--- src/hdl/pcpf_pkg.sv ---
// Shared types, widths and constants of the plane contact penalty force block.
package pcpf_pkg;

  localparam int SPATIAL_DIMS = 3;
  localparam int FRAC_BITS    = 16;

  localparam int WORD_W     = 32;
  localparam int GAIN_W     = 31;
  localparam int NORM_W     = 18;
  localparam int CFG_IDX_W  = 3;
  localparam int IN_DATA_W  = 6 * WORD_W;
  localparam int IN_USER_W  = 1;
  localparam int OUT_DATA_W = 3 * WORD_W;
  localparam int OUT_USER_W = 3;

  // front: dot products and plane distance
  localparam int PROD_W = NORM_W + WORD_W;
  localparam int SUM_W  = PROD_W + 2;
  localparam int NG_W   = SUM_W - FRAC_BITS;
  localparam int DIST_W = NG_W + 1;

  // back: scale computation
  localparam int MB_W    = GAIN_W + 3;
  localparam int M1_W    = DIST_W + MB_W;
  localparam int S_W     = WORD_W + FRAC_BITS + 2;
  localparam int B_W     = NG_W + 1;
  localparam int SPLIT_W = 18;
  localparam int BHI_W   = B_W - SPLIT_W;
  localparam int PLO_W   = S_W + SPLIT_W + 1;
  localparam int PHI_W   = S_W + BHI_W;
  localparam int FULL_W  = S_W + B_W;
  localparam int CLAMP_W = FULL_W - FRAC_BITS;
  localparam int FIN_W   = S_W + NORM_W;
  localparam int FV_W    = FIN_W - FRAC_BITS;

  localparam int QUEUE_DEPTH = 4;
  localparam int PTR_W       = $clog2(QUEUE_DEPTH);
  localparam int COUNT_W     = $clog2(QUEUE_DEPTH + 1);

  // Any scale at or beyond this magnitude clips every output with a non-zero normal.
  localparam logic signed [S_W-1:0] SAT_LIM   = S_W'(1) << (S_W - 2);
  localparam logic signed [B_W-1:0] FIXED_ONE = B_W'(1) << FRAC_BITS;
  localparam logic signed [WORD_W-1:0] WORD_MAX = {1'b0, {(WORD_W - 1){1'b1}}};
  localparam logic signed [WORD_W-1:0] WORD_MIN = {1'b1, {(WORD_W - 1){1'b0}}};

  typedef enum logic {
    MODE_FORWARD  = 1'b0,
    MODE_BACKWARD = 1'b1
  } mode_t;

  typedef enum logic [1:0] {
    REGION_NONE = 2'd0,
    REGION_BAND = 2'd1,
    REGION_PEN  = 2'd2
  } region_t;

  typedef enum logic [CFG_IDX_W-1:0] {
    CFG_STIFFNESS    = 3'd0,
    CFG_CUTOFF       = 3'd1,
    CFG_QUAD_GAIN    = 3'd2,
    CFG_NORMAL_X     = 3'd3,
    CFG_NORMAL_Y     = 3'd4,
    CFG_NORMAL_Z     = 3'd5,
    CFG_PLANE_OFFSET = 3'd6
  } cfg_reg_t;

  typedef struct packed {
    logic [GAIN_W-1:0]        stiffness;
    logic [GAIN_W-1:0]        cutoff_distance;
    logic [GAIN_W-1:0]        quad_gain;
    logic signed [NORM_W-1:0] normal_x;
    logic signed [NORM_W-1:0] normal_y;
    logic signed [NORM_W-1:0] normal_z;
    logic signed [WORD_W-1:0] plane_offset;
  } cfg_t;

  localparam cfg_t CFG_RESET = '{
    stiffness:       GAIN_W'(65536),
    cutoff_distance: GAIN_W'(65536),
    quad_gain:       GAIN_W'(16384),
    normal_x:        '0,
    normal_y:        '0,
    normal_z:        NORM_W'(65536),
    plane_offset:    '0
  };

  // Classified item handed from the front to the back.
  // arg is d - d0 in the band and d otherwise.
  typedef struct packed {
    mode_t                    mode;
    region_t                  region;
    logic signed [DIST_W-1:0] arg;
    logic signed [NG_W-1:0]   ng;
  } item_t;

endpackage

--- src/hdl/pcpf_queue.sv ---
// Short register queue between the classifying front and the arithmetic back.
module pcpf_queue (
  input  logic            clk,
  input  logic            rst,
  input  logic            push,
  input  pcpf_pkg::item_t wr_item,
  input  logic            pop,
  output pcpf_pkg::item_t rd_item,
  output logic            full,
  output logic            empty
);

  pcpf_pkg::item_t                 entries [pcpf_pkg::QUEUE_DEPTH];
  logic [pcpf_pkg::PTR_W-1:0]      wr_ptr;
  logic [pcpf_pkg::PTR_W-1:0]      rd_ptr;
  logic [pcpf_pkg::COUNT_W-1:0]    count;

  assign full    = count == pcpf_pkg::COUNT_W'(pcpf_pkg::QUEUE_DEPTH);
  assign empty   = count == '0;
  assign rd_item = entries[rd_ptr];

  always_ff @(posedge clk) begin
    if (rst) begin
      wr_ptr <= '0;
      rd_ptr <= '0;
      count  <= '0;
    end else begin
      if (push) begin
        wr_ptr <= (wr_ptr == pcpf_pkg::PTR_W'(pcpf_pkg::QUEUE_DEPTH - 1)) ? '0 : wr_ptr + 1'b1;
      end
      if (pop) begin
        rd_ptr <= (rd_ptr == pcpf_pkg::PTR_W'(pcpf_pkg::QUEUE_DEPTH - 1)) ? '0 : rd_ptr + 1'b1;
      end
      if (push && !pop) begin
        count <= count + 1'b1;
      end else if (pop && !push) begin
        count <= count - 1'b1;
      end
    end
  end

  always_ff @(posedge clk) begin
    if (push) begin
      entries[wr_ptr] <= wr_item;
    end
  end

  a_count_bound: assert property (@(posedge clk) disable iff (rst)
    count <= pcpf_pkg::COUNT_W'(pcpf_pkg::QUEUE_DEPTH))
    else $error("queue count beyond depth");

  a_no_overflow: assert property (@(posedge clk) disable iff (rst)
    full |-> !push)
    else $error("push into full queue");

  a_no_underflow: assert property (@(posedge clk) disable iff (rst)
    empty |-> !pop)
    else $error("pop from empty queue");

endmodule

--- config.mk ---
export PLATFORM = sky130hd
export DESIGN_NAME = pcpf_queue
export DESIGN_NICKNAME = d
export VERILOG_FILES = /design/src/hdl/pcpf_pkg.sv /design/src/hdl/pcpf_queue.sv
export SDC_FILE = /design/constraint.sdc
export NUM_CORES = 1
export LEC_CHECK = 0
export BUFFER_PORTS_ARGS = -buffer_cell sky130_fd_sc_hd__buf_4
export CAP_MARGIN = 30
export CORE_MARGIN = 3
export CORE_UTILIZATION = 35
export DETAILED_ROUTE_END_ITERATION = 7
export SYNTH_ARGS = -nofsm -noshare
export SYNTH_HDL_FRONTEND = slang
export SYNTH_SLANG_ARGS = --single-unit
--- constraint.sdc ---
create_clock -name clk -period 5.65 [get_ports clk]
set_input_delay 1.13 -clock clk [delete_from_list [all_inputs] [get_ports clk]]
set_output_delay 1.13 -clock clk [all_outputs]
set_load 0.02 [all_outputs]
==> results of run 1 <==
-- cell usage after synthesis, drive strengths merged --
cell type  instances  area [µm²]
mux2i              4        40.0
o21ai              1        5.00
mux4              76        1710
nor3               1        5.00
dfxtp              9         180
ha                 6        75.1
buf               17         170
nor2               7        26.3
nor3b              2        15.0
fa                 1        20.0
or3                1        6.26
inv                4        15.0
xor2               2        17.5
and2               4        25.0
a21oi              2        10.0
edfxtp           304        9130
-- final cells by class --
cell class                 instances  area [µm²]  share of cell area [%]
sequential                       313        9320                    65.8
multi-input combinational        107        1970                    13.9
tap                              435         544                    3.84
timing repair buffer             163        1240                    8.73
inverter                           4        15.0                   0.106
clock buffer                      38         887                    6.27
clock inverter                    19         191                    1.35
-- power breakdown --
part	switching (mW)	internal, mW
logic	0.279	0.247
registers	0.0461	2.66
clock network	0.825	1.30
-- worst max-delay path: stages, from the launching register on --
cell and delay (ps):
dfxtp_4 790, buf_12 420, mux4_2 590, buf_4 180
-- layer usage --
metal | wire (µm) | vias to the layer above | part of all wire [%] | track usage (%)
li1 | - | 2252 | - | -
met4 | 392 | 0 | 1.8 | 3.14
met1 | 9140 | 2651 | 42 | 16.2
met5 | 0 | - | 0 | 0
met3 | 1260 | 32 | 5.9 | 3.32
met2 | 10700 | 161 | 50 | 20.8
-- final timing paths --
check | start | to | slack, ps | cells after the start
min | count[2] | count[2] | 540 | 2
max | flop | rd_item[5] | 2000 | 3
min reg2reg | count[2] | count[2] | 540 | 2
max reg2reg | wr_ptr[0] | entries[3][43] | 3490 | 3
-- logic make-up after synthesis --
kind of cell,Yosys count,share of synthesized area (%)
mux,80,15.3
simple gates,15,0.677
flops,313,81.3
compound gates,3,0.131
fa+ha+maj,7,0.830
xor+xnor,2,0.153
buf+inv,21,1.62
-- sequential cells by signal (all words and copies together), names as in the netlist, named ones only --
register and flops:
entries 304, rd_ptr 2, count 3, wr_ptr 2
-- per-stage QoR --
stage | util, % | instance area [µm²] | power (mW)
after floorplan | - | 11500 | 3.05
after global placement | 41.0 | 13100 | 3.28
after detailed placement | 41.0 | 13100 | 3.30
after CTS | 44.4 | 14200 | 5.45
after global routing | 44.4 | 14200 | 5.58
final | 44.4 | 14200 | 5.36
==> summary.txt, run 1 <==
Outcome
  • Status: finished clean

Cells and area
  • Area grow syn2layout: 23.6%
  • Share of cells above drive strength 1: between 40% and 50%
  • Net count reported at finish: 710
  • Most frequent cells in the layout: 304 x edfxtp_1, 162 x buf_4, 76 x mux4_2, 35 x clkbuf_16, 8 x clkinv_1
  • # diodes: 0
  • Finished Layout Cells: 1079
  • # fillers: 2739
  • Commonest non-fill, non-tap cell in the layout: edfxtp_1

Timing
  • Setup Skew: around 12 ps
  • Worst-Margin Slew: between 700 and 800 ps
  • Slew HR: 52.3%
  • Max Slew Vio Count: 0
  • Min cycle time layout: 3650 ps
  • RSZ-0062 raised after global routing: false
  • Max Clock Freq: 274 MHz
  • Post-route clock period utilization: 64.6%
  • Worst hold slack: 538 ps
  • Final WS setup: 2000 ps
  • Final setup vio count: 0
  • Total Neg Setup Slack: 0 ps
  • Fin. Hold Viols: 0

Floorplan
  • Chip Height: 187 µm
  • Top Ports: 158
  • Die area: between 30000 and 40000 µm²
  • DIE WIDTH: around 190 µm
  • Rows: 65
  • Core ar.: 31900 µm²
  • Starting density of the core: 35.9%

Power and ir drop
  • Power per standard cell area: 379 nW/µm²
  • Leak: 4.74 nW
  • Worst VDD drop: 0.000165 V

Routing
  • Antenna-violating nets left: 0
  • 1st-iter DRT viols: 264
  • # DRC: 0
  • DRT Pass-1 Iters: 4
  • WL/cell: ~20 µm
  • Post-Route WL: ~22 mm
  • Vias: 5096
  • Via/cell ratio: 4.72

Placed design
  • Post-DP HPWL: 12.8 mm
  • Pre-CTS setup slack: 2390 ps
  • Port bufs: roughly 160
  • Gpl congestion: 0.675
  • Placed Cells: 1022

Clock network
  • CTS tree: yes
  • CTS buffer count: 34
  • Post-cts resize count: 0
  • Clock-pin slew of the registers on the worst-case setup and hold paths: approximately 60 ps
  • Post-CTS Setup Repair Bufs: 0
  • Clock buffer depth: 3
  • Worst-Skew Late Latency: 490 ps
  • CTS Sinks: ~310
  • CTS Hold Buffers Added: 0
  • H-tree depth: 2
  • Root Buffer: clkbuf_16

Global route
  • Largest net degree at the start of global routing: 45
  • First-pass GRT wire length: 34.0 mm
  • Antenna violations before repair: 0
  • GRT Total Usage: 12.4%
  • Gr ovfl total: 0
  • Vias in the first global route: 5807

Yosys
  • Synth unique cells: 20
  • Mean Syn Cell Area: 26.0 µm²
  • #FFs+latches synth: 313
  • Synthesis Warnings: 0
  • Seq/Total Area, Yosys: 81.3%
  • Synth Cell Area: 11500 µm²
  • Synth Instances: 441
  • Post-synth net total: 528

Setup path
  • Critical Path Fanout Max: 44
  • Setup crit end kind: output port
  • WS Path Type: reg2out
  • WP data arrival: around 2500 ps
  • Crit start category: flop
  • Worst EP required: ~4500 ps

Flow run
  • # Max-Cap Violations: 0

Worst hold path
  • HP Class: reg2reg
(Power assumes the default switching activity.)
==> run 2, diff against run 1 <==
--- a/config.mk
+++ b/config.mk
@@ -5,6 +5,7 @@
 export SDC_FILE = /design/constraint.sdc
 export NUM_CORES = 1
 export LEC_CHECK = 0
+export ABC_AREA = 1
 export BUFFER_PORTS_ARGS = -buffer_cell sky130_fd_sc_hd__buf_4
 export CAP_MARGIN = 30
 export CORE_MARGIN = 3
==> constraint.sdc (replaced) <==
create_clock -name clk -period 3.25 [get_ports clk]
set_input_delay 0.65 -clock clk [delete_from_list [all_inputs] [get_ports clk]]
set_output_delay 0.65 -clock clk [all_outputs]
set_load 0.02 [all_outputs]
==> summary.txt, run 2 <==
Outcome
  • Status: finished clean

Setup path
  • Crit start category: flop
  • Highest-delay cell along the critical path: dfxtp_4
  • Worst EP required: 2600 ps (-1920 ps)
  • Crit-path max cell delay: 590 ps (-200 ps)
  • Worst-path cell chain: buf_4 -> o21ai_0 -> o22ai_1 -> buf_4
  • WS Path Type: reg2out
  • Delay-heaviest family, CP: buffers and inverters
  • Crit path buf inv count: 2 (unchanged)
  • WP data arrival: 2250 ps (-270 ps)
  • Most used cell, CP: buf_4
  • Critical Path Fanout Max: 48 (+9.1%)
  • Setup crit end kind: output port

Power and ir drop
  • Leak: 4.96 nW (+4.7%)
  • Gate power share: 12.2% (+2.4 points)
  • Power per standard cell area: 620 nW/µm² (+64%)
  • Worst VDD drop: 0.000480 V (+190%)
  • Sw Ratio: 24.1% (+2.6 points)
  • P_sw: 2.14 mW (+86%)
  • Flop pwr share: 52.4% (+1.9 points)
  • Power Internal: 6.75 mW (+60%)
  • Clock power frac: 35.3% (-4.4 points)
  • Total power: 8.89 mW (+66%)

Clock network
  • CTS Sinks: 313 (unchanged)
  • H-tree depth: 1 (-1)
  • Clock-pin slew of the registers on the worst-case setup and hold paths: 60 ps (about the same)
  • CTS Hold Buffers Added: 0 (unchanged)
  • CTS tree: yes
  • Clock buffer depth: 3 (unchanged)
  • CTS buffer count: 31 (-8.8%)
  • Post-CTS Setup Repair Bufs: 0 (unchanged)
  • Post-cts resize count: 0 (unchanged)
  • Worst-Skew Late Latency: 550 ps (+60 ps)
  • Root Buffer: clkbuf_16

Timing
  • Fin. Hold Viols: 0 (unchanged)
  • Final WS setup: 351 ps (-1650 ps)
  • Max Clock Freq: 345 MHz
  • Final setup vio count: 0 (unchanged)
  • Worst hold slack: 296 ps (-242 ps)
  • Total Neg Setup Slack: 0 ps (unchanged)
  • Post-route clock period utilization: between 80% and 90%
  • Max Slew Vio Count: 0 (unchanged)
  • Setup Skew: 19.2 ps (+7.42 ps)
  • Slew HR: 57.8% (+5.5 points)
  • RSZ-0062 raised after global routing: false
  • Min cycle time layout: slightly below 3000 ps
  • Worst-Margin Slew: 633 ps (-82.9 ps)

Yosys
  • Post-synth EDFFs: 304 (unchanged)
  • Synth Instances: 794 (+80%)
  • Dominant cell type by area after synthesis: edfxtp_1
  • Main area contributors after synthesis: edfxtp_1 77%, o21ai_0 6.4%, nor2_1 4.6%, o22ai_1 3.7%, dfxtp_1 1.5%
  • Synth top area share: 77.0% (-2.7 points)
  • Post-synth net total: 881 (+67%)
  • Async SR Flop Fraction: 0% (unchanged)
  • Seq/Total Area, Yosys: 78.5% (-2.8 points)
  • Main synth FF type: edfxtp_1
  • #FFs+latches synth: 313 (unchanged)
  • Most common library cells after synthesis: 304 x edfxtp_1, 151 x o21ai_0, 144 x nor2_1
  • Mean Syn Cell Area: 14.9 µm² (-43%)
  • Synth unique cells: 27 (+35%)
  • Count leader, synth: edfxtp_1
  • Synth Cell Area: 11900 µm² (+3.5%)
  • Synthesis Warnings: 0 (unchanged)

Global route
  • GRT Total Usage: 13.4% (+1.0 points)
  • Vias in the first global route: 6930 (+19%)
  • Largest net degree at the start of global routing: 77 (+71%)
  • Gr ovfl total: 0 (unchanged)
  • First-pass GRT wire length: 38.5 mm (+13%)
  • Antenna violations before repair: 0 (unchanged)

Routing
  • Post-Route WL: 25.0 mm (+16%)
  • WL/cell: 17.7 µm (-11%)
  • Antenna-violating nets left: 0 (unchanged)
  • Vias: 6899 (+35%)
  • Via/cell ratio: 4.88 (+3.2%)
  • # DRC: 0 (unchanged)
  • DRT Pass-1 Iters: 4 (unchanged)
  • 1st-iter DRT viols: 438 (+66%)

Placed design
  • Pre-CTS setup slack: 893 ps (-1500 ps)
  • Gpl congestion: 0.702 (+3.9%)
  • Post-DP HPWL: 14.3 mm (+11%)
  • Placed Cells: 1358 (+33%)
  • Port bufs: 157 (unchanged)
  • DP Area: 13400 µm² (+2.8%)

Worst hold path
  • HP Class: in2reg

Cells and area
  • Biggest regs: entries: 304 flops, count: 3 flops
  • Biggest register: entries
  • Area grow syn2layout: 21.0%
  • Max reg flops: 304 (unchanged)
  • Finished Layout Cells: 1415 (+31%)
  • # diodes: 0 (unchanged)
  • Net count reported at finish: 1036 (+46%)
  • Post-Layout Inst Area: 14300 µm² (+1.3%)
  • Most frequent cells in the layout: 304 x edfxtp_1, 162 x buf_4, 151 x o21ai_0, 144 x nor2_1, 71 x o22ai_1
  • Commonest non-fill, non-tap cell in the layout: edfxtp_1
  • Util after Layout: 43.5% (-0.89 points)
  • Share of cells above drive strength 1: 24.9% (-20 points)

Floorplan
  • DIE WIDTH: 190 µm (+1.7%)
  • Rows: 66 (+1.5%)
  • Starting density of the core: 36.0% (+0.058 points)
  • Core ar.: 32900 µm² (+3.4%)
  • Top Ports: 158 (unchanged)
  • Chip Height: 190 µm (+1.7%)
  • Die area: 36100 µm² (+3.4%)

Flow run
  • # Max-Cap Violations: 0 (unchanged)
-- run 2: power groups by stage --
| stage | clock (mW) | combinational [mW] | sequential (mW) |
|---|---|---|---|
| floorplan | 0 | 0.627 | 4.74 |
| global placement | 0 | 1.09 | 4.74 |
| detailed placement | 0 | 1.11 | 4.75 |
| CTS | 3.24 | 1.11 | 4.66 |
| global route | 3.38 | 1.19 | 4.68 |
| finish | 3.14 | 1.08 | 4.66 |
-- run 2: final timing paths --
path,start,endpoint,slack [ps],cells past startpoint
max,flop,rd_item[38],350,4
min,rst,wr_ptr[0],300,2
max reg2reg,wr_ptr[0],entries[0][22],1450,5
min reg2reg,wr_ptr[1],wr_ptr[1],530,2
-- run 2: kinds of logic (layout without fill, tap and decap cells) --
logic type,after synthesis,count (layout),synth area share [%]
fa+ha+maj,7,7,0.802
flops,313,313,78.5
xor+xnor,1,1,0.0739
compound gates,234,234,10.9
buf+inv,65,244,3.73
simple gates,174,174,5.92
-- run 2: cell type report --
cell class	instances	area, µm²
Tap cell	442	553
Clock buffer	36	795
Clock inverter	21	101
Fill cell	2986	18600
Inverter	16	77.6
Sequential cell	313	9310
Timing Repair Buffer	171	1400
Multi-Input combinational cell	416	2100
-- run 2: routing by layer --
| metal | share of wire, % | GRT usage (%) | vias up |
|---|---|---|---|
| met5 | 0 | 0 | - |
| met4 | 2.5 | 3.53 | 0 |
| li1 | - | - | 3297 |
| met3 | 7.4 | 3.56 | 43 |
| met1 | 43 | 17.9 | 3380 |
| met2 | 47 | 22.0 | 179 |
==> run 3, diff against run 2 <==
--- a/config.mk
+++ b/config.mk
@@ -8,9 +8,13 @@
 export ABC_AREA = 1
 export BUFFER_PORTS_ARGS = -buffer_cell sky130_fd_sc_hd__buf_4
 export CAP_MARGIN = 30
+export CELL_PAD_IN_SITES_DETAIL_PLACEMENT = 0
+export CELL_PAD_IN_SITES_GLOBAL_PLACEMENT = 1
+export CORE_ASPECT_RATIO = 1.5
 export CORE_MARGIN = 3
 export CORE_UTILIZATION = 35
 export DETAILED_ROUTE_END_ITERATION = 7
+export PLACE_DENSITY_LB_ADDON = 0.1
 export SYNTH_ARGS = -nofsm -noshare
 export SYNTH_HDL_FRONTEND = slang
 export SYNTH_SLANG_ARGS = --single-unit
==> summary.txt, run 3 (same netlist as run 2, synthesis figures left out) <==
Timing
  • Fin. Hold Viols: 0 (unchanged)
  • Max Clock Freq: 334 MHz (-3.1%)
  • Min cycle time layout: 2990 ps (+91.8 ps)
  • Setup Skew: 9.10 ps (-10.1 ps)
  • Post-route clock period utilization: 92.0% (+2.8 points)
  • Total Neg Setup Slack: 0 ps (unchanged)
  • Max Slew Vio Count: 0 (unchanged)
  • Final setup vio count: 0 (unchanged)
  • RSZ-0062 raised after global routing: false
  • Worst-Margin Slew: 953 ps (+321 ps)
  • Slew HR: 36.4% (-21 points)

Power and ir drop
  • Gate power share: 12.2% (about the same)
  • Clock power frac: 36.7% (+1.4 points)
  • Power per standard cell area: 637 nW/µm² (+2.7%)
  • Sw Ratio: 23.8% (-0.24 points)
  • P_sw: 2.17 mW (+1.6%)
  • Flop pwr share: 51.1% (-1.3 points)
  • Worst VDD drop: 0.000359 V (-25%)
  • Power Internal: 6.95 mW (+3.0%)
  • Leak: 4.99 nW (+0.59%)
  • Total power: 9.12 mW (+2.6%)

Global route
  • Vias in the first global route: 7018 (+1.3%)
  • Largest net degree at the start of global routing: 85 (+10%)
  • GRT Total Usage: 14.9% (+1.5 points)
  • Gr ovfl total: 0 (unchanged)
  • Antenna violations before repair: 1 (+1)
  • First-pass GRT wire length: 41.7 mm (+8.2%)

Floorplan
  • Chip Height: 231 µm (+22%)
  • Top Ports: 158 (unchanged)
  • Starting density of the core: 35.9% (-0.098 points)
  • Rows: 81 (+23%)
  • DIE WIDTH: 156 µm (-18%)
  • Core ar.: 33000 µm² (+0.27%)
  • Die area: 36200 µm² (+0.12%)

Cells and area
  • Area grow syn2layout: 20.9% (about the same)
  • Util after Layout: 43.4% (-0.16 points)
  • Reg area: 9310 µm² (unchanged)
  • Post-Layout Inst Area: 14300 µm² (about the same)
  • Biggest register: entries
  • # fillers: 3081 (+3.2%)
  • Most frequent cells in the layout: 304 x edfxtp_1, 170 x buf_4, 151 x o21ai_0, 144 x nor2_1, 71 x o22ai_1
  • Max reg flops: 304 (unchanged)
  • Area of the multi-input gates: 2100 µm² (unchanged)
  • Biggest regs: entries: 304 flops, count: 3 flops
  • Net count reported at finish: 1039 (+0.29%)
  • Commonest non-fill, non-tap cell in the layout: edfxtp_1
  • Share of cells above drive strength 1: 25.4% (+0.56 points)

Routing
  • Via/cell ratio: 4.99 (+2.4%)
  • DRT Pass-1 Iters: 4 (unchanged)
  • WL/cell: 19.9 µm (+13%)
  • # DRC: 0 (unchanged)
  • Antenna-violating nets left: 0 (unchanged)
  • Post-Route WL: 27.7 mm (+11%)
  • Vias: 6944 (+0.65%)
  • 1st-iter DRT viols: 325 (-26%)

Clock network
  • Post-CTS Setup Repair Bufs: 0 (unchanged)
  • Worst-Skew Late Latency: 550 ps (about the same)
  • Root Buffer: clkbuf_16
  • Clock-pin slew of the registers on the worst-case setup and hold paths: 60 ps (about the same)
  • Post-cts resize count: 0 (unchanged)
  • CTS Hold Buffers Added: 0 (unchanged)
  • CTS buffer count: 31 (unchanged)
  • Clock buffer depth: 3 (unchanged)
  • CTS Sinks: 313 (unchanged)
  • H-tree depth: 1 (unchanged)
  • CTS tree: yes

Placed design
  • Gpl congestion: 0.687 (-2.1%)
  • Port bufs: 157 (unchanged)
  • Post-DP HPWL: 16.0 mm (+12%)
  • DP Area: 13400 µm² (-0.59%)

Setup path
  • Setup crit end kind: output port
  • Critical Path Fanout Max: 64 (+33%)
  • WS Path Type: reg2out
  • Worst EP required: 2600 ps (about the same)
  • Crit start category: flop
  • WP data arrival: 2340 ps (+90 ps)

Flow run
  • # Max-Cap Violations: 0 (unchanged)

Outcome
  • Status: finished clean

Worst hold path
  • HP Class: in2reg
-- run 3: cell types whose count changed in the layout (fill, tap and decap cells not counted), sizes merged --
cell      previous run  this run
buf                171       174
bufinv               0         1
diode                0         1
clkinvlp             2         1
clkinv              19        13
clkbuf              36        45
inv                 16        12
-- run 3: layout make-up --
| class | instances | area share, % |
|---|---|---|
| diodes | 1 | 0.0175 |
| repair buffers | 174 | 9.47 |
| multi-input cells | 416 | 14.7 |
| flip-flops and latches | 313 | 65.0 |
| well taps | 415 | 3.62 |
| inverters | 16 | 0.507 |
| clock buffers | 45 | 6.13 |
| clock inverters | 11 | 0.559 |
-- run 3: through the flow --
step,hold slack [ps],setup WS [ps],cells
2_1_floorplan,490,661,794
3_3_place_gp,538,790,1334
3_5_place_dp,547,791,1334
4_1_cts,253,213,1390
5_1_grt,275,101,1390
6_report,284,260,1391
-- run 3: power groups by stage --
stage	Clock (mW)	Combinational (mW)	Sequential [mW]
after global routing	3.60	1.22	4.68
after detailed placement	0	1.14	4.75
after floorplan	0	0.627	4.74
final	3.35	1.11	4.66
after CTS	3.45	1.15	4.66
after global placement	0	1.14	4.75
-- run 3: final timing paths --
check / end / depth (start not counted) / slack, ps / start
min: count[0] / 2 / 280 / rst
min reg2reg: wr_ptr[1] / 2 / 550 / wr_ptr[1]
max reg2reg: entries[3][54] / 5 / 1030 / wr_ptr[0]
max: rd_item[16] / 5 / 260 / flop
-- run 3: critical path, cell delays in order, from the launching register on --
cell	delay [ps]
dfxtp_4	460
inv_8	330
buf_4	350
o21ai_0	110
o22ai_1	280
buf_4	210
-- run 3: routing by layer --
layer / share of wire, % / track usage, % / vias up / wire [µm]
met5: 0 / 0 / - / 0
met4: 2.1 / 4.08 / 0 / 573
met3: 5.1 / 3.03 / 39 / 1400
met2: 51 / 25.8 / 143 / 14000
met1: 42 / 19.1 / 3467 / 11700
li1: - / - / 3295 / -
